===== src/rtl/mlbd_pkg.sv =====
// ============================================================================
// mlbd_pkg: shared types and constants of the mip level box downsampler
// Sizes of the level, the line store and the command queue between the
// front and back parts, and the command that travels through that queue.
// ============================================================================
package mlbd_pkg;

    localparam int MAX_WIDTH  = 1024;
    localparam int MAX_HEIGHT = 1024;

    localparam int CHAN_W    = 8;
    localparam int PAIR_W    = CHAN_W + 1;
    localparam int QUAD_W    = PAIR_W + 1;
    localparam int NUM_CHAN  = 4;
    localparam int DIM_W     = 11;
    localparam int CFG_IDX_W = 1;

    localparam int COL_W = $clog2(MAX_WIDTH);
    localparam int ROW_W = $clog2(MAX_HEIGHT);
    localparam int CMP_W_A = (COL_W + 1 > DIM_W) ? COL_W + 1 : DIM_W;
    localparam int CMP_W   = (ROW_W + 1 > CMP_W_A) ? ROW_W + 1 : CMP_W_A;

    localparam int LINE_DEPTH = MAX_WIDTH / 2;
    localparam int LINE_IDX_W = COL_W - 1;

    localparam int QUEUE_DEPTH = 2;
    localparam int QUEUE_PTR_W = $clog2(QUEUE_DEPTH);
    localparam int QUEUE_CNT_W = $clog2(QUEUE_DEPTH + 1);

    localparam logic [CFG_IDX_W-1:0] CFG_LEVEL_WIDTH  = 1'd0;
    localparam logic [CFG_IDX_W-1:0] CFG_LEVEL_HEIGHT = 1'd1;

    localparam logic [DIM_W-1:0] DIM_RESET = 11'd2;

    typedef logic [NUM_CHAN-1:0][CHAN_W-1:0] t_pixel;
    typedef logic [NUM_CHAN-1:0][PAIR_W-1:0] t_pair;

    typedef enum logic {
        CMD_WRITE,
        CMD_READ
    } t_cmd_op;

    typedef struct packed {
        t_cmd_op               op;
        logic [LINE_IDX_W-1:0] idx;
        t_pair                 pair;
        logic                  last;
    } t_cmd;

endpackage


===== src/rtl/mlbd_queue.sv =====
// ============================================================================
// mlbd_queue: command queue between the front and back parts
// A short first-in first-out buffer so that either side can stall alone.
// ============================================================================
module mlbd_queue (
    input  logic           i_clk,
    input  logic           i_rst_n,
    input  logic           i_push,
    input  mlbd_pkg::t_cmd i_cmd,
    output logic           o_push_ready,
    output logic           o_valid,
    output mlbd_pkg::t_cmd o_cmd,
    input  logic           i_pop
);

    mlbd_pkg::t_cmd                   r_mem [mlbd_pkg::QUEUE_DEPTH];
    logic [mlbd_pkg::QUEUE_PTR_W-1:0] r_wr_ptr;
    logic [mlbd_pkg::QUEUE_PTR_W-1:0] r_rd_ptr;
    logic [mlbd_pkg::QUEUE_CNT_W-1:0] r_count;
    logic                             w_push;
    logic                             w_pop;

    assign o_push_ready = r_count != mlbd_pkg::QUEUE_CNT_W'(mlbd_pkg::QUEUE_DEPTH);
    assign o_valid      = r_count != '0;
    assign o_cmd        = r_mem[r_rd_ptr];
    assign w_push       = i_push && o_push_ready;
    assign w_pop        = i_pop && o_valid;

    always_ff @(posedge i_clk) begin
        if (w_push) begin
            r_mem[r_wr_ptr] <= i_cmd;
        end
    end

    always_ff @(posedge i_clk) begin
        if (!i_rst_n) begin
            r_wr_ptr <= '0;
            r_rd_ptr <= '0;
            r_count  <= '0;
        end else begin
            if (w_push) begin
                r_wr_ptr <= r_wr_ptr + mlbd_pkg::QUEUE_PTR_W'(1);
            end
            if (w_pop) begin
                r_rd_ptr <= r_rd_ptr + mlbd_pkg::QUEUE_PTR_W'(1);
            end
            if (w_push && !w_pop) begin
                r_count <= r_count + mlbd_pkg::QUEUE_CNT_W'(1);
            end else if (w_pop && !w_push) begin
                r_count <= r_count - mlbd_pkg::QUEUE_CNT_W'(1);
            end
        end
    end

endmodule


===== config.mk =====
export PLATFORM = sky130hd
export DESIGN_NAME = mlbd_queue
export DESIGN_NICKNAME = d
export VERILOG_FILES = /design/src/rtl/mlbd_pkg.sv /design/src/rtl/mlbd_queue.sv
export SDC_FILE = /design/constraint.sdc
export NUM_CORES = 1
export LEC_CHECK = 0
export BUFFER_PORTS_ARGS = -buffer_cell sky130_fd_sc_hd__buf_2
export CORE_UTILIZATION = 35
export CTS_CLUSTER_DIAMETER = 150
export DETAILED_ROUTE_END_ITERATION = 10
export GPL_TIMING_DRIVEN = 0
export MAX_ROUTING_LAYER = met4
export PLACE_DENSITY = 0.6
export SLEW_MARGIN = 20
export SYNTH_ARGS = -nofsm -noshare
export SYNTH_HDL_FRONTEND = slang
export SYNTH_SLANG_ARGS = --single-unit

===== constraint.sdc =====
create_clock -name i_clk -period 2.7 [get_ports i_clk]
set_input_delay 0.81 -clock i_clk [delete_from_list [all_inputs] [get_ports i_clk]]
set_output_delay 0.81 -clock i_clk [all_outputs]
set_load 0.1 [all_outputs]

==> flow_summary.json <==
{
  "synth_cells": 170,
  "nets": 333,
  "overflow": 0,
  "cts_buffer_depth": 2,
  "clock_sinks": 99,
  "insertion_delay_ps": 350,
  "yosys_warnings": 0,
  "relSlewSlack_pct": 54.6,
  "slew_viol_final": 0,
  "max_stage_delay_ps": 350,
  "gp_congestion": 0.660,
  "routed_via_density": 4.50,
  "critical_path_depth": 4,
  "drive_above_1_share_pct": 59.8,
  "grt_pass1_wl_um": 9470,
  "clk_pin_slew_ps": 80,
  "r2r_start": "r_count[0]",
  "grt_max_degree": 48,
  "worstSetupPathType": "register to output pin",
  "worstPathRequired_ps": 1890,
  "period_minus_slack_ps": 2560,
  "reg2reg_setup_slack_ps": 970,
  "timing.hold.ws_ps": 568,
  "dpl.hpwl_um": 3790,
  "slowest_stage": "mux2_2",
  "coreArea_um2": 9910,
  "syn_nets": 222,
  "crit_fanout": 10,
  "final_cell_mix": "buf_2, edfxtp_1, mux2_2, clkbuf_8, dfxtp_1",
  "ant_nets": 0,
  "cp.buffers_inverters": 3,
  "setup_viol": 0,
  "critical-path-top-delay-family": "buffers and inverters",
  "crit_path_cell_trace": "clkbuf_4, buf_6, mux2_2, buf_2",
  "avgSynthCellArea_um2": 21.4,
  "diodes": 0,
  "start_util_pct": 36.7,
  "area_growth_pct": 24.2,
  "grt_usage_pct": 11.9,
  "die_w_um": 104,
  "final_common_cell": "buf_2",
  "design.die.area_um2": 10800,
  "grt_pass1_vias": 1945,
  "cts_setup_buffers": 0,
  "fin_worst_skew_ps": 7.85,
  "dieHeight_um": 104,
  "rows": 36,
  "ys_ff_latch": 99,
  "max_slew.worst_pin.slew_ps": 681,
  "max_freq_mhz": 391,
  "crit_end": "o_cmd[6]",
  "port_buffers": 99,
  "rr_endpoint": "r_mem[0][25]",
  "cts_buffers": 9,
  "rsz0062_at_grt": "no",
  "syn_area_um2": 3640,
  "htreeDepth": 3,
  "synth_cell_types": 20,
  "vias": 1885,
  "yosysSeqAreaShare_pct": 80.3,
  "first_iter_violations": 33,
  "antenna_found_initial": 0,
  "ff2ff_path_depth": 4,
  "cts_root_buf": "clkbuf_8",
  "finalHoldViolCount": 0,
  "drc": 0,
  "timing.final.crit_share_pct": 94.8,
  "startpoint_type": "register",
  "fillerInstances": 899,
  "totalWireLength_um": 5960,
  "detail_route.wl_per_cell_um": 14.2,
  "cp-end-kind": "output pin",
  "cp.arrival_ps": 1750,
  "cts_tree": "done",
  "cap_violations": 0,
  "ios": 100,
  "drt_pass1_iterations": 4,
  "regArea_um2": 2920,
  "outcome": "finished, final reports clean",
  "multi_input_area_um2": 673,
  "worst_hold_path_type": "register to register"
}
-- worst min-delay path by stage --
stage / from / end / slack [ps] / cells past startpoint
2_1_floorplan: r_count[1] / r_count[1] / 510 / 2
3_3_place_gp: r_count[1] / r_count[1] / 530 / 2
3_5_place_dp: r_count[1] / r_count[1] / 550 / 2
4_1_cts: r_count[1] / r_count[1] / 570 / 2
5_1_grt: r_count[1] / r_count[1] / 600 / 2
6_report: r_count[1] / r_count[1] / 570 / 2
-- worst min-delay path, cell delays in order (launching register included) --
cell      delay (ps)
dfxtp_1          370
o21ai_0           90
a21boi_1          60
-- Yosys cell counts --
master    number  area [um^2]
a21boi_0       1         7.51
and3_1         1         6.26
xor2_1         1         8.76
or2_2          1         6.26
nand3b_1       1         7.51
and2_1         4         25.0
or3_1          1         6.26
o21ai_1        1         5.00
edfxtp_1      94         2820
nand2b_4       1         13.8
a21bo_2        1         10.0
dfxtp_1        5          100
xnor2_1        2         17.5
o21ai_0        1         5.00
buf_2          2         10.0
inv_1          1         3.75
a21boi_1       1         7.51
buf_6          3         33.8
ha_1           1         12.5
mux2_2        47          529
-- repair_timing --
item | in CTS | in global routing
endpoints found under the setup margin | 0 | 30
gates resized for setup | 0 | 1
hold buffers | 0 | 0
-- sequential cells by signal, summed over array words and instances, names as in the netlist, named ones only --
signal / flops
r_rd_ptr: 1
r_mem: 94
r_count: 2
r_wr_ptr: 1
-- metrics by stage --
step / TNS (ps) / worst slack, ps / cell area (um^2) / utilization, % / cells
global route: 0 / 8.38 / 4520 / 45.6 / 419
detailed placement: 0 / 411 / 4330 / 43.6 / 403
finish: 0 / 140 / 4520 / 45.6 / 419
CTS: 0 / 11.5 / 4520 / 45.6 / 419
global placement: -33000 / -484 / 4300 / 43.4 / 402
floorplan: 0 / 309 / 3640 / - / 170
-- routing by layer --
| layer | wire (um) | vias up | track usage (%) |
|---|---|---|---|
| li1 | - | 887 | - |
| met5 | 0 | - | - |
| met4 | 115 | 0 | 5.82 |
| met3 | 258 | 9 | 3.20 |
| met1 | 2630 | 927 | 13.9 |
| met2 | 2960 | 62 | 19.0 |
-- logic make-up after synthesis --
group,share of synthesized area [%]
multiplexers,14.5
AO/OA/AOI/OAI,0.963
flip-flops,80.3
XOR/XNOR,0.722
buffers and inverters,1.31
AND/OR/NAND/NOR,1.79
adder cells (fa/ha/maj),0.344
-- layout make-up --
cell class                 count  area share (%)
sequential                    99            64.7
multi-input combinational     65            14.9
timing repair buffer         100            11.4
tap                          133            3.68
clock buffer                   9            2.74
clock inverter                 7            1.52
buffer                         5            1.02
inverter                       1          0.0830
Power is left out: the tool's default activity adds up to more than one toggle a clock period on the data nets, which glitch-free logic cannot reach.
