## config.mk

```make
export PLATFORM = sky130hd
export DESIGN_NAME = mlbd_front_flat
export DESIGN_NICKNAME = d
export VERILOG_FILES = /design/src/rtl/mlbd_pkg.sv /design/src/rtl/mlbd_if.sv /design/src/rtl/mlbd_front.sv /design/src/flat_wrapper.sv
export SDC_FILE = /design/constraint.sdc
export NUM_CORES = 1
export LEC_CHECK = 0
export CORE_AREA = 3 3 142 89
export DETAILED_ROUTE_END_ITERATION = 16
export DIE_AREA = 0 0 145 92
export DONT_BUFFER_PORTS = 1
export GPL_TIMING_DRIVEN = 0
export PLACE_DENSITY = 0.69
export SYNTH_ARGS = -nofsm -noshare
export SYNTH_HDL_FRONTEND = slang
export SYNTH_SLANG_ARGS = --single-unit
```

## constraint.sdc

```tcl
create_clock -name i_clk -period 3.7 [get_ports i_clk]
set_clock_uncertainty 0.05 [all_clocks]
set_input_delay 0.74 -clock i_clk [delete_from_list [all_inputs] [get_ports i_clk]]
set_output_delay 0.74 -clock i_clk [all_outputs]
set_load 0.1 [all_outputs]
```

## src/rtl/mlbd_pkg.sv

```systemverilog
// ============================================================================
// mlbd_pkg: shared types and constants of the mip level box downsampler
// Sizes of the level, the line store and the command queue between the
// front and back parts, and the command that travels through that queue.
// ============================================================================
package mlbd_pkg;

    localparam int MAX_WIDTH  = 1024;
    localparam int MAX_HEIGHT = 1024;

    localparam int CHAN_W    = 8;
    localparam int PAIR_W    = CHAN_W + 1;
    localparam int QUAD_W    = PAIR_W + 1;
    localparam int NUM_CHAN  = 4;
    localparam int DIM_W     = 11;
    localparam int CFG_IDX_W = 1;

    localparam int COL_W = $clog2(MAX_WIDTH);
    localparam int ROW_W = $clog2(MAX_HEIGHT);
    localparam int CMP_W_A = (COL_W + 1 > DIM_W) ? COL_W + 1 : DIM_W;
    localparam int CMP_W   = (ROW_W + 1 > CMP_W_A) ? ROW_W + 1 : CMP_W_A;

    localparam int LINE_DEPTH = MAX_WIDTH / 2;
    localparam int LINE_IDX_W = COL_W - 1;

    localparam int QUEUE_DEPTH = 2;
    localparam int QUEUE_PTR_W = $clog2(QUEUE_DEPTH);
    localparam int QUEUE_CNT_W = $clog2(QUEUE_DEPTH + 1);

    localparam logic [CFG_IDX_W-1:0] CFG_LEVEL_WIDTH  = 1'd0;
    localparam logic [CFG_IDX_W-1:0] CFG_LEVEL_HEIGHT = 1'd1;

    localparam logic [DIM_W-1:0] DIM_RESET = 11'd2;

    typedef logic [NUM_CHAN-1:0][CHAN_W-1:0] t_pixel;
    typedef logic [NUM_CHAN-1:0][PAIR_W-1:0] t_pair;

    typedef enum logic {
        CMD_WRITE,
        CMD_READ
    } t_cmd_op;

    typedef struct packed {
        t_cmd_op               op;
        logic [LINE_IDX_W-1:0] idx;
        t_pair                 pair;
        logic                  last;
    } t_cmd;

endpackage

```

## src/rtl/mlbd_if.sv

```systemverilog
// ============================================================================
// mlbd_if: channel interfaces of the mip level box downsampler
// Pixel input, reduced pixel output and configuration write channels.
// ============================================================================
interface mlbd_pix_if;
    logic                        valid;
    logic                        ready;
    logic [mlbd_pkg::CHAN_W-1:0] red_in;
    logic [mlbd_pkg::CHAN_W-1:0] green_in;
    logic [mlbd_pkg::CHAN_W-1:0] blue_in;
    logic [mlbd_pkg::CHAN_W-1:0] alpha_in;

    modport source (output valid, red_in, green_in, blue_in, alpha_in, input ready);
    modport sink (input valid, red_in, green_in, blue_in, alpha_in, output ready);
endinterface


interface mlbd_cfg_if;
    logic                           valid;
    logic                           ready;
    logic [mlbd_pkg::CFG_IDX_W-1:0] index;
    logic [mlbd_pkg::DIM_W-1:0]     data;

    modport source (output valid, index, data, input ready);
    modport sink (input valid, index, data, output ready);
endinterface

```

## src/rtl/mlbd_front.sv

```systemverilog
// ============================================================================
// mlbd_front: pixel intake and classification
// Holds the level size and the pixel position, forms horizontal pair sums
// and issues a line write or a line read command for every odd column.
// ============================================================================
module mlbd_front (
    input  logic           i_clk,
    input  logic           i_rst_n,
    mlbd_pix_if.sink       i_pix,
    mlbd_cfg_if.sink       i_cfg,
    output logic           o_push,
    output mlbd_pkg::t_cmd o_cmd,
    input  logic           i_push_ready
);

    logic [mlbd_pkg::DIM_W-1:0] r_level_width;
    logic [mlbd_pkg::DIM_W-1:0] r_level_height;
    logic [mlbd_pkg::COL_W-1:0] r_col;
    logic [mlbd_pkg::COL_W-1:0] n_col;
    logic [mlbd_pkg::ROW_W-1:0] r_row;
    logic [mlbd_pkg::ROW_W-1:0] n_row;
    mlbd_pkg::t_pixel           r_pending;

    logic                       w_accept;
    mlbd_pkg::t_pixel           w_px;
    logic [mlbd_pkg::CMP_W-1:0] w_width;
    logic [mlbd_pkg::CMP_W-1:0] w_height;
    logic [mlbd_pkg::CMP_W-1:0] w_col_ext;
    logic [mlbd_pkg::CMP_W-1:0] w_row_ext;
    logic [mlbd_pkg::CMP_W-1:0] w_last_col;
    logic [mlbd_pkg::CMP_W-1:0] w_last_row;

    assign i_cfg.ready = 1'b1;
    assign i_pix.ready = i_push_ready;
    assign w_accept    = i_pix.valid && i_pix.ready;

    assign w_px = {i_pix.alpha_in, i_pix.blue_in, i_pix.green_in, i_pix.red_in};

    always_comb begin
        w_width  = mlbd_pkg::CMP_W'(r_level_width);
        w_height = mlbd_pkg::CMP_W'(r_level_height);
        if (w_width < mlbd_pkg::CMP_W'(2)) begin
            w_width = mlbd_pkg::CMP_W'(2);
        end else if (w_width > mlbd_pkg::CMP_W'(mlbd_pkg::MAX_WIDTH)) begin
            w_width = mlbd_pkg::CMP_W'(mlbd_pkg::MAX_WIDTH);
        end
        if (w_height < mlbd_pkg::CMP_W'(2)) begin
            w_height = mlbd_pkg::CMP_W'(2);
        end else if (w_height > mlbd_pkg::CMP_W'(mlbd_pkg::MAX_HEIGHT)) begin
            w_height = mlbd_pkg::CMP_W'(mlbd_pkg::MAX_HEIGHT);
        end
    end

    assign w_col_ext  = mlbd_pkg::CMP_W'(r_col);
    assign w_row_ext  = mlbd_pkg::CMP_W'(r_row);
    assign w_last_col = {w_width[mlbd_pkg::CMP_W-1:1], 1'b0} - mlbd_pkg::CMP_W'(1);
    assign w_last_row = {w_height[mlbd_pkg::CMP_W-1:1], 1'b0} - mlbd_pkg::CMP_W'(1);

    always_comb begin
        o_push     = w_accept && r_col[0];
        o_cmd.op   = r_row[0] ? mlbd_pkg::CMD_READ : mlbd_pkg::CMD_WRITE;
        o_cmd.idx  = r_col[mlbd_pkg::COL_W-1:1];
        o_cmd.last = (w_col_ext == w_last_col) && (w_row_ext == w_last_row);
        for (int i = 0; i < mlbd_pkg::NUM_CHAN; i++) begin
            o_cmd.pair[i] = {1'b0, r_pending[i]} + {1'b0, w_px[i]};
        end
    end

    always_comb begin
        n_col = r_col;
        n_row = r_row;
        if (w_col_ext + mlbd_pkg::CMP_W'(1) >= w_width) begin
            n_col = '0;
            if (w_row_ext + mlbd_pkg::CMP_W'(1) >= w_height) begin
                n_row = '0;
            end else begin
                n_row = r_row + mlbd_pkg::ROW_W'(1);
            end
        end else begin
            n_col = r_col + mlbd_pkg::COL_W'(1);
        end
    end

    always_ff @(posedge i_clk) begin
        if (!i_rst_n) begin
            r_level_width  <= mlbd_pkg::DIM_RESET;
            r_level_height <= mlbd_pkg::DIM_RESET;
            r_col          <= '0;
            r_row          <= '0;
            r_pending      <= '0;
        end else begin
            if (i_cfg.valid && i_cfg.ready) begin
                unique case (i_cfg.index)
                    mlbd_pkg::CFG_LEVEL_WIDTH: begin
                        r_level_width <= i_cfg.data;
                    end
                    mlbd_pkg::CFG_LEVEL_HEIGHT: begin
                        r_level_height <= i_cfg.data;
                    end
                    default: begin
                    end
                endcase
            end
            if (w_accept) begin
                r_col <= n_col;
                r_row <= n_row;
                if (!r_col[0]) begin
                    r_pending <= w_px;
                end
            end
        end
    end

endmodule

```

## src/flat_wrapper.sv

```systemverilog
// flat-port wrapper written by rule: the top's interface ports become plain ports
module mlbd_front_flat 
  (i_clk, i_rst_n, o_push, o_cmd, i_push_ready, i_pix_valid, i_pix_red_in, i_pix_green_in, i_pix_blue_in, i_pix_alpha_in, i_pix_ready, i_cfg_valid, i_cfg_index, i_cfg_data, i_cfg_ready);
  mlbd_pix_if i_pix_i ();
  mlbd_cfg_if i_cfg_i ();
  input  logic i_clk;
  input  logic i_rst_n;
  output logic o_push;
  output mlbd_pkg::t_cmd o_cmd;
  input  logic i_push_ready;
  input wire logic [$bits(i_pix_i.valid)-1:0] i_pix_valid;
  input wire logic [$bits(i_pix_i.red_in)-1:0] i_pix_red_in;
  input wire logic [$bits(i_pix_i.green_in)-1:0] i_pix_green_in;
  input wire logic [$bits(i_pix_i.blue_in)-1:0] i_pix_blue_in;
  input wire logic [$bits(i_pix_i.alpha_in)-1:0] i_pix_alpha_in;
  output wire logic [$bits(i_pix_i.ready)-1:0] i_pix_ready;
  input wire logic [$bits(i_cfg_i.valid)-1:0] i_cfg_valid;
  input wire logic [$bits(i_cfg_i.index)-1:0] i_cfg_index;
  input wire logic [$bits(i_cfg_i.data)-1:0] i_cfg_data;
  output wire logic [$bits(i_cfg_i.ready)-1:0] i_cfg_ready;
  assign i_pix_i.valid = i_pix_valid;
  assign i_pix_i.red_in = i_pix_red_in;
  assign i_pix_i.green_in = i_pix_green_in;
  assign i_pix_i.blue_in = i_pix_blue_in;
  assign i_pix_i.alpha_in = i_pix_alpha_in;
  assign i_pix_ready = i_pix_i.ready;
  assign i_cfg_i.valid = i_cfg_valid;
  assign i_cfg_i.index = i_cfg_index;
  assign i_cfg_i.data = i_cfg_data;
  assign i_cfg_ready = i_cfg_i.ready;
  mlbd_front u_core (.i_clk(i_clk), .i_rst_n(i_rst_n), .i_pix(i_pix_i), .i_cfg(i_cfg_i), .o_push(o_push), .o_cmd(o_cmd), .i_push_ready(i_push_ready));
endmodule
```

==> results.toml, run 1 <==
[worst_setup_path]
critPathCaptureType = "primary output"
crit_arrival_ns = 3.67
cp_max_fo = 5
start_kind = "register"
cp.required_ns = 2.91
crit_type = "register to primary output"
ff2ff_setup_slack_ns = 0.26

[outcome]
status = "finished, violations left"
violations = "setup timing"

[power_and_ir_drop]
ir_drop_mv = 0.245
swShare_pct = 39.6
power.switching_w = 0.00110
combPwrFrac_pct = 33.9
clkPwrFrac_pct = 34.9
seqPwrFrac_pct = 31.2
p_leak_nw = 2.79
power-per-cell-area_mw_per_mm2 = 412
p_int_w = 0.00167

[timing]
relSlewSlack_pct = 8.67
finalHoldViolations = 0
max_freq_mhz = 224
min_period_over_period_pct = 120
rsz0062_at_grt = "yes"
timing.setup.tns_ns = -0.758
finalSetupViolations = 1
min_period_ns = 4.46
tightest_slew_ns = 1.36
setup_ws_ns = -0.758
drv_slew = 0

[synth]
synth-async-reset-ratio_pct = 0
syn_avg_cell_area_sq_um = 7.72
ys_warn_count = 0
syn_nets = 845
ys_ff_latch = 74
netlist_instances = 734
yosysSeqAreaShare_pct = 26.1
synth_edf_count = 0
synthFlopType = "dfxtp_1"
synth.cell_area_sq_mm = 0.00567
netlist-cell-type-count = 62

[final_layout]
fin_nets = 866
fin_util_pct = 59.5
num_antenna_cells = 0
fillerInstances = 1018
syn_to_final_growth_pct = 18.7
finalInstanceArea_sq_mm = 0.00672
drive_gt1_share_pct = 14.9

[global_routing]
grt_pass1_wl_um = 24900
grt_overflow = 0
grt_start_max_net_pins = 14
antenna_found_initial = 0
grt_pass1_vias = 4946
grt_usage_pct = 23.0

[die]
core_sq_mm = 0.0113
ioPinCount = 99
rows = 30
die_y_um = 92
start_util_pct = 50.2
fp.dieArea_sq_mm = 0.0133
die_width_um = 145

[cts]
cts_buffers = 9
insertion_delay_ns = 0.34
cts_sinks = 74
cts_tree = "built"
htree_num_levels = 3
cts_root_buffer = "clkbuf_16"
holdBufCountCts = 0
clockBufferDepth = 2
path_clk_slew_ns = 0.06

[placement]
dp_hpwl_um = 12000
port_buffers = 0
gp_congestion = 0.926
dpl_cell_area_sq_mm = 0.00608

[route]
firstDrtPassIters = 5
drc = 0
routed_wl_um = 15400
drt-initial-drc-count = 445
num_vias = 5285
viasPerCell = 5.74
ant_nets = 0
wl_per_cell_um = 16.8

[min_path]
min_path_type = "register to register"

[job]
maxCapViolations = 0
path summary, 6_finish.rpt:
path | from | cells past startpoint | endpoint
worst max-delay path | u_core.r_level_height[5] | 11 | o_cmd[0]
worst min register to register | u_core.r_pending[28] | 2 | u_core.r_pending[28]
worst max register to register | u_core.r_row[0] | 14 | u_core.r_row[8]
worst min-delay path | u_core.r_pending[28] | 2 | u_core.r_pending[28]
cell usage after synthesis, drive strengths merged, types with 19 or more instances:
| cell type | instances | area, sq um |
|---|---|---|
| inv | 28 | 105 |
| o21ai | 22 | 110 |
| dfxtp | 74 | 1480 |
| xnor2 | 32 | 280 |
| xor2 | 22 | 193 |
| nor2 | 35 | 131 |
| a21oi | 44 | 220 |
| clkbuf | 32 | 124 |
| nand2 | 155 | 582 |
| ha | 58 | 726 |
| a21boi | 38 | 285 |
| buf | 19 | 130 |
critical path: stages, from the launching register on:
cell	delay, ns
dfxtp_4	0.34
or4_4	0.55
nor2_4	0.10
a32o_2	0.22
inv_2	0.07
ha_4	0.19
nand2_2	0.07
mux2i_1	0.08
a22o_1	0.24
xor2_2	0.15
o2111ai_2	0.16
nor4_4	1.16
cells by family after synthesis:
group / Yosys count / share of synthesized area (%)
compound gates: 166 / 19.9
xor+xnor: 54 / 8.35
fa+ha+maj: 62 / 14.2
buf+inv: 80 / 6.51
flops: 74 / 26.1
mux: 4 / 0.729
other cells: 1 / 0.0662
simple gates: 293 / 24.1
power groups by stage:
stage	Combinational (W)	Sequential (W)	Clock, W
6_report	0.000941	0.000864	0.000968
3_5_place_dp	0.000875	0.000878	0
5_1_grt	0.000992	0.000868	0.00102
3_3_place_gp	0.000851	0.000876	0
2_1_floorplan	0.000778	0.000866	0
4_1_cts	0.000923	0.000861	0.000987
cells in the final DEF, fill, tap and decap left out, types with 12 or more instances in the layout:
| master | instances |
|---|---|
| nand2_1 | 154 |
| dfxtp_1 | 63 |
| ha_1 | 55 |
| a21oi_1 | 44 |
| nor2_1 | 34 |
| clkbuf_1 | 28 |
| buf_4 | 27 |
| inv_1 | 26 |
| a21boi_0 | 20 |
| a21boi_1 | 18 |
| xor2_1 | 16 |
| xnor2_2 | 16 |
| nand3_1 | 13 |
| nor2b_1 | 13 |
| nor3_1 | 13 |
| o21ai_1 | 12 |
| nand2b_1 | 12 |
| xnor2_1 | 12 |
per-stage QoR:
| stage | setup WS, ns | std cells | hold WS [ns] | power (W) |
|---|---|---|---|---|
| 6_report | -0.758 | 920 | 0.405 | 0.00277 |
| 5_1_grt | -0.825 | 920 | 0.420 | 0.00288 |
| 4_1_cts | -0.873 | 919 | 0.409 | 0.00277 |
| 3_5_place_dp | -0.702 | 894 | 0.401 | 0.00175 |
| 3_3_place_gp | -0.723 | 894 | 0.393 | 0.00173 |
| 2_1_floorplan | -0.418 | 734 | 0.389 | 0.00164 |
state kept, by name, indices dropped and copies added (netlist names):
signal / cells
u_core.r_level_width: 11
u_core.r_pending: 32
u_core.r_row: 10
u_core.r_level_height: 11
u_core.r_col: 10
layer usage:
| metal | routed length, um | track usage [%] |
|---|---|---|
| met1 | 7210 | 32.5 |
| met2 | 6460 | 33.9 |
| met3 | 1580 | 7.51 |
| met4 | 189 | 5.45 |
| met5 | 0 | 0 |
final cells by class:
class | count | area, sq um | area share (%)
Buffer | 49 | 256 | 3.81
Clock buffer | 10 | 239 | 3.55
Clock inverter | 6 | 88.8 | 1.32
Inverter | 28 | 105 | 1.56
Multi-Input combinational cell | 580 | 4240 | 63.0
Sequential cell | 74 | 1500 | 22.3
Tap cell | 160 | 200 | 2.98
Timing Repair Buffer | 13 | 97.6 | 1.45
repair_timing:
| item | CTS | global route |
|---|---|---|
| setup endpoints to repair | 25 | 21 |
| gates resized for setup | 30 | 24 |
| setup buffers | 11 | 2 |
| pin swaps | 12 | 10 |
| hold endpoints to repair | 0 | 0 |
No activity file was read; power rests on OpenSTA's default activity.
==> inputs of run 2 (changes only) <==
CORE_AREA = 3 3 136 85   (was 3 3 142 89)
DIE_AREA = 0 0 139 88   (was 0 0 145 92)
PLACE_DENSITY = 0.74   (was 0.69)
==> results.toml, run 2 (same netlist as run 1, synthesis figures left out) <==
[final_layout]
fin_nets = 861
largest-register = "u_core.r_pending"
num_antenna_cells = 0
syn_to_final_growth_pct = 16.9
fin_util_pct = 63.4
largest_reg_flops = 32
drive_gt1_share_pct = 13.0
reg_top3 = "u_core.r_pending: 32 flops, u_core.r_level_height: 11 flops, u_core.r_level_width: 11 flops"
mostFrequentLayoutCell = "nand2_1"
layout_common_cells = "nand2_1 (155), dfxtp_1 (69), ha_1 (55)"

[worst_setup_path]
crit_type = "register to primary output"
critPathSlowestCell = "nor4_4"
cp.required_ns = 2.91
start_kind = "register"
slowest_delay_ns = 1.18
rr_worst_depth = 13
cp_common_cell = "nand4_1"
crit_arrival_ns = 3.80
critPathCaptureType = "primary output"
cp_max_fo = 5
ff2ff_setup_slack_ns = 0.09
crit_path_cell_trace = "or4_4, nor2_4, a32o_2, inv_2, ha_4, xor2_2, nand2_1, nand4_1, nor4b_4, nand4_1, nor4_4"

[job]
maxCapViolations = 0

[timing]
min_period_over_period_pct = 124
tightest_slew_ns = 1.36
rsz0062_at_grt = "yes"
max_freq_mhz = 218
setup_ws_ns = -0.888
relSlewSlack_pct = 8.74
finalSetupViolations = 1
min_period_ns = 4.59
finalHoldViolations = 0
drv_slew = 0

[cts]
cts_buffers = 9
htree_num_levels = 3
clockBufferDepth = 2
cts_tree = "built"
path_clk_slew_ns = 0.06
cts_sinks = 74
cts_root_buffer = "clkbuf_16"
insertion_delay_ns = 0.34
holdBufCountCts = 0

[route]
drc = 0
ant_nets = 0
viasPerCell = 5.90
routed_wl_um = 15300
drt-initial-drc-count = 468
num_vias = 5273
wl_per_cell_um = 17.1
firstDrtPassIters = 5

[outcome]
status = "finished, violations left"
violations = "setup timing"

[die]
die_y_um = 88
fp.dieArea_sq_mm = 0.0122
ioPinCount = 99
core_sq_mm = 0.0105
rows = 29
die_width_um = 139
start_util_pct = 54.2

[global_routing]
grt_overflow = 0
antenna_found_initial = 0
grt_pass1_wl_um = 24300
grt_usage_pct = 24.6
grt_start_max_net_pins = 14
grt_pass1_vias = 4861

[placement]
gp_congestion = 0.922
dp_hpwl_um = 11800
port_buffers = 0

[power_and_ir_drop]
power-per-cell-area_mw_per_mm2 = 422
ir_drop_mv = 0.434
post-layout-total-power_w = 0.00280
clkPwrFrac_pct = 35.8
p_leak_nw = 2.76
power.switching_w = 0.00108
swShare_pct = 38.7
combPwrFrac_pct = 33.3
p_int_w = 0.00171
seqPwrFrac_pct = 30.8

[min_path]
min_path_type = "register to register"
min_path_cells = 2
[run 2: changes by cell type in the layout (fill, tap and decap cells not counted), sizes merged]
cell / before / now
buf: 29 / 24
bufinv: 2 / 3
clkbuf: 42 / 41
clkinv: 1 / 2
clkinvlp: 2 / 1
[run 2: metrics by stage]
step           area, sq um  instances  hold WS (ns)  setup slack (ns)  TNS, ns
5_1_grt               6630        894         0.426             -1.00    -1.00
2_1_floorplan         5830        734         0.389            -0.418   -0.418
3_5_place_dp          6050        873         0.403            -0.741    -4.16
6_report              6630        894         0.410            -0.888   -0.888
4_1_cts               6600        894         0.411            -0.901   -0.930
3_3_place_gp          6000        873         0.395            -0.715    -2.93
[run 2: final cells by class]
class / instances / area, sq um
Buffer: 49 / 251
Inverter: 28 / 105
Fill cell: 912 / 3820
Clock buffer: 9 / 225
Sequential cell: 74 / 1490
Clock inverter: 7 / 116
Timing Repair Buffer: 8 / 60.1
Tap cell: 139 / 174
Multi-Input combinational cell: 580 / 4200
[run 2: worst max-delay path: cells and delay by family (launching register included)]
family	cells	cell delay (ns)
xor+xnor	1	0.15
flops	1	0.34
buf+inv	1	0.07
fa+ha+maj	1	0.19
compound gates	1	0.22
simple gates	7	2.48
[run 2: timing repair]
action,CTS,global route
gates resized for setup,29,9
pin swaps,8,3
setup endpoints to repair,26,21
buffers inserted,7,1
gates cloned,0,0
[run 2: final timing paths]
check | from | to
setup / recovery | u_core.r_level_height[6] | o_cmd[0]
hold / removal | u_core.r_pending[10] | u_core.r_pending[10]
setup reg to reg | u_core.r_col[0] | u_core.r_col[3]
hold reg to reg | u_core.r_pending[10] | u_core.r_pending[10]
[run 2: power by group through the flow]
stage / sequential, W / combinational [W] / clock [W]
final: 0.000863 / 0.000933 / 0.00100
after global routing: 0.000866 / 0.000980 / 0.00105
after CTS: 0.000861 / 0.000923 / 0.00101
after detailed placement: 0.000878 / 0.000876 / 0
after global placement: 0.000876 / 0.000848 / 0
after floorplan: 0.000866 / 0.000778 / 0
[run 2: layer usage]
| layer | up-vias | share of wire, % | global-route usage, % |
|---|---|---|---|
| li1 | 2566 | - | - |
| met1 | 2454 | 47 | 34.7 |
| met2 | 227 | 41 | 36.8 |
| met3 | 26 | 9.8 | 7.04 |
| met4 | 0 | 2.0 | 7.28 |
| met5 | - | 0 | 0 |
==> inputs of run 3 (changes only) <==
PLACE_DENSITY = 0.67   (was 0.74)
==> results.toml, run 3 (same netlist as run 1, synthesis figures left out) <==
[die]
fp.dieArea_sq_mm = 0.0122
die_y_um = 88
rows = 29
start_util_pct = 54.2
ioPinCount = 99
core_sq_mm = 0.0105
die_width_um = 139

[cts]
cts_buffers = 9
path_clk_slew_ns = 0.06
clockBufferDepth = 2
htree_num_levels = 3
insertion_delay_ns = 0.34
cts_root_buffer = "clkbuf_16"
cts_sinks = 74
cts_tree = "built"

[global_routing]
grt_pass1_wl_um = 24700
grt_pass1_vias = 4832
grt_usage_pct = 25.0
antenna_found_initial = 0
grt_start_max_net_pins = 13
grt_overflow = 0

[worst_setup_path]
crit_arrival_ns = 3.67
cp.required_ns = 2.91
cp_max_fo = 5
critPathCaptureType = "primary output"
start_kind = "register"
crit_type = "register to primary output"

[placement]
gp_congestion = 0.923
port_buffers = 0
dpl_cell_area_sq_mm = 0.00605
dp_hpwl_um = 11800
post-place-ws_ns = -0.763

[outcome]
status = "finished, violations left"
violations = "setup timing"

[power_and_ir_drop]
p_leak_nw = 2.80
ir_drop_mv = 0.248
power-per-cell-area_mw_per_mm2 = 429

[timing]
finalSetupViolations = 1
tightest_slew_ns = 1.37
finalHoldViolations = 0
max_freq_mhz = 224
relSlewSlack_pct = 8.28
rsz0062_at_grt = "yes"
drv_slew = 0
min_period_ns = 4.46
setup_ws_ns = -0.761
holdWs_ns = 0.407
min_period_over_period_pct = 121

[job]
maxCapViolations = 0

[final_layout]
largest_reg_flops = 32
fillerInstances = 897
drive_gt1_share_pct = 14.5
num_antenna_cells = 0
fin_util_pct = 64.1
fin_nets = 865
syn_to_final_growth_pct = 18.3
reg_top3 = "u_core.r_pending: 32 flops, u_core.r_level_height: 11 flops, u_core.r_level_width: 11 flops"
largest-register = "u_core.r_pending"
finalInstanceArea_sq_mm = 0.00670
mostFrequentLayoutCell = "nand2_1"
layout_common_cells = "nand2_1 (155), dfxtp_1 (61), ha_1 (55)"

[route]
viasPerCell = 5.81
routed_wl_um = 15300
drc = 0
wl_per_cell_um = 17.0
ant_nets = 0
num_vias = 5215
drt-initial-drc-count = 404
firstDrtPassIters = 5

[min_path]
min_path_type = "register to register"
==> run 3: path summary, 6_finish.rpt <==
path,start,to,slack [ns],depth (start not counted)
hold reg to reg,u_core.r_pending[31],u_core.r_pending[31],0.41,2
hold / removal,u_core.r_pending[31],u_core.r_pending[31],0.41,2
setup / recovery,u_core.r_level_height[6],o_cmd[0],-0.76,11
setup reg to reg,u_core.r_col[0],u_core.r_col[5],0.19,12
==> run 3: report_power, final <==
part	internal, W	switching [W]
combinational	0.000232	0.000702
clock	0.000744	0.000330
sequential	0.000829	0.0000351
==> run 3: layout make-up <==
cell class / instances / area [sq um] / area share (%)
Inverter: 28 / 105 / 1.57
Sequential cell: 74 / 1500 / 22.4
Clock inverter: 5 / 125 / 1.87
Buffer: 49 / 253 / 3.77
Multi-Input combinational cell: 580 / 4210 / 62.8
Timing Repair Buffer: 12 / 90.1 / 1.34
Clock buffer: 11 / 243 / 3.62
Tap cell: 139 / 174 / 2.59
==> run 3: worst max-delay path, cell delays in order, from the launching register on <==
cell and delay, ns:
dfxtp_4 0.34, or4_4 0.56, nor2_4 0.10, a32o_2 0.19, inv_2 0.06, ha_4 0.18, nand2_1 0.07, mux2i_1 0.06
a22o_1 0.24, xor2_2 0.19, o2111ai_2 0.17, nor4_4 1.16
==> run 3: metal layers <==
layer | global-route usage, % | routed length (um) | up-vias
li1 | - | - | 2577
met1 | 35.6 | 7220 | 2419
met2 | 37.7 | 6440 | 205
met3 | 7.15 | 1510 | 14
met4 | 6.13 | 138 | 0
met5 | 0 | 0 | -
==> run 3: what timing repair did <==
| item | in CTS | in global routing |
|---|---|---|
| pin swaps | 10 | 12 |
| hold buffers | 0 | 0 |
| gates resized for setup | 32 | 19 |
| setup buffers | 9 | 3 |
| endpoints found under the setup margin | 27 | 21 |
==> run 3: through the flow <==
stage,total power [W],TNS (ns),cells
6_report,0.00287,-0.761,898
5_1_grt,0.00298,-0.881,898
4_1_cts,0.00288,-0.901,896
3_5_place_dp,0.00175,-4.59,873
3_3_place_gp,0.00173,-4.31,873
2_1_floorplan,0.00164,-0.418,734
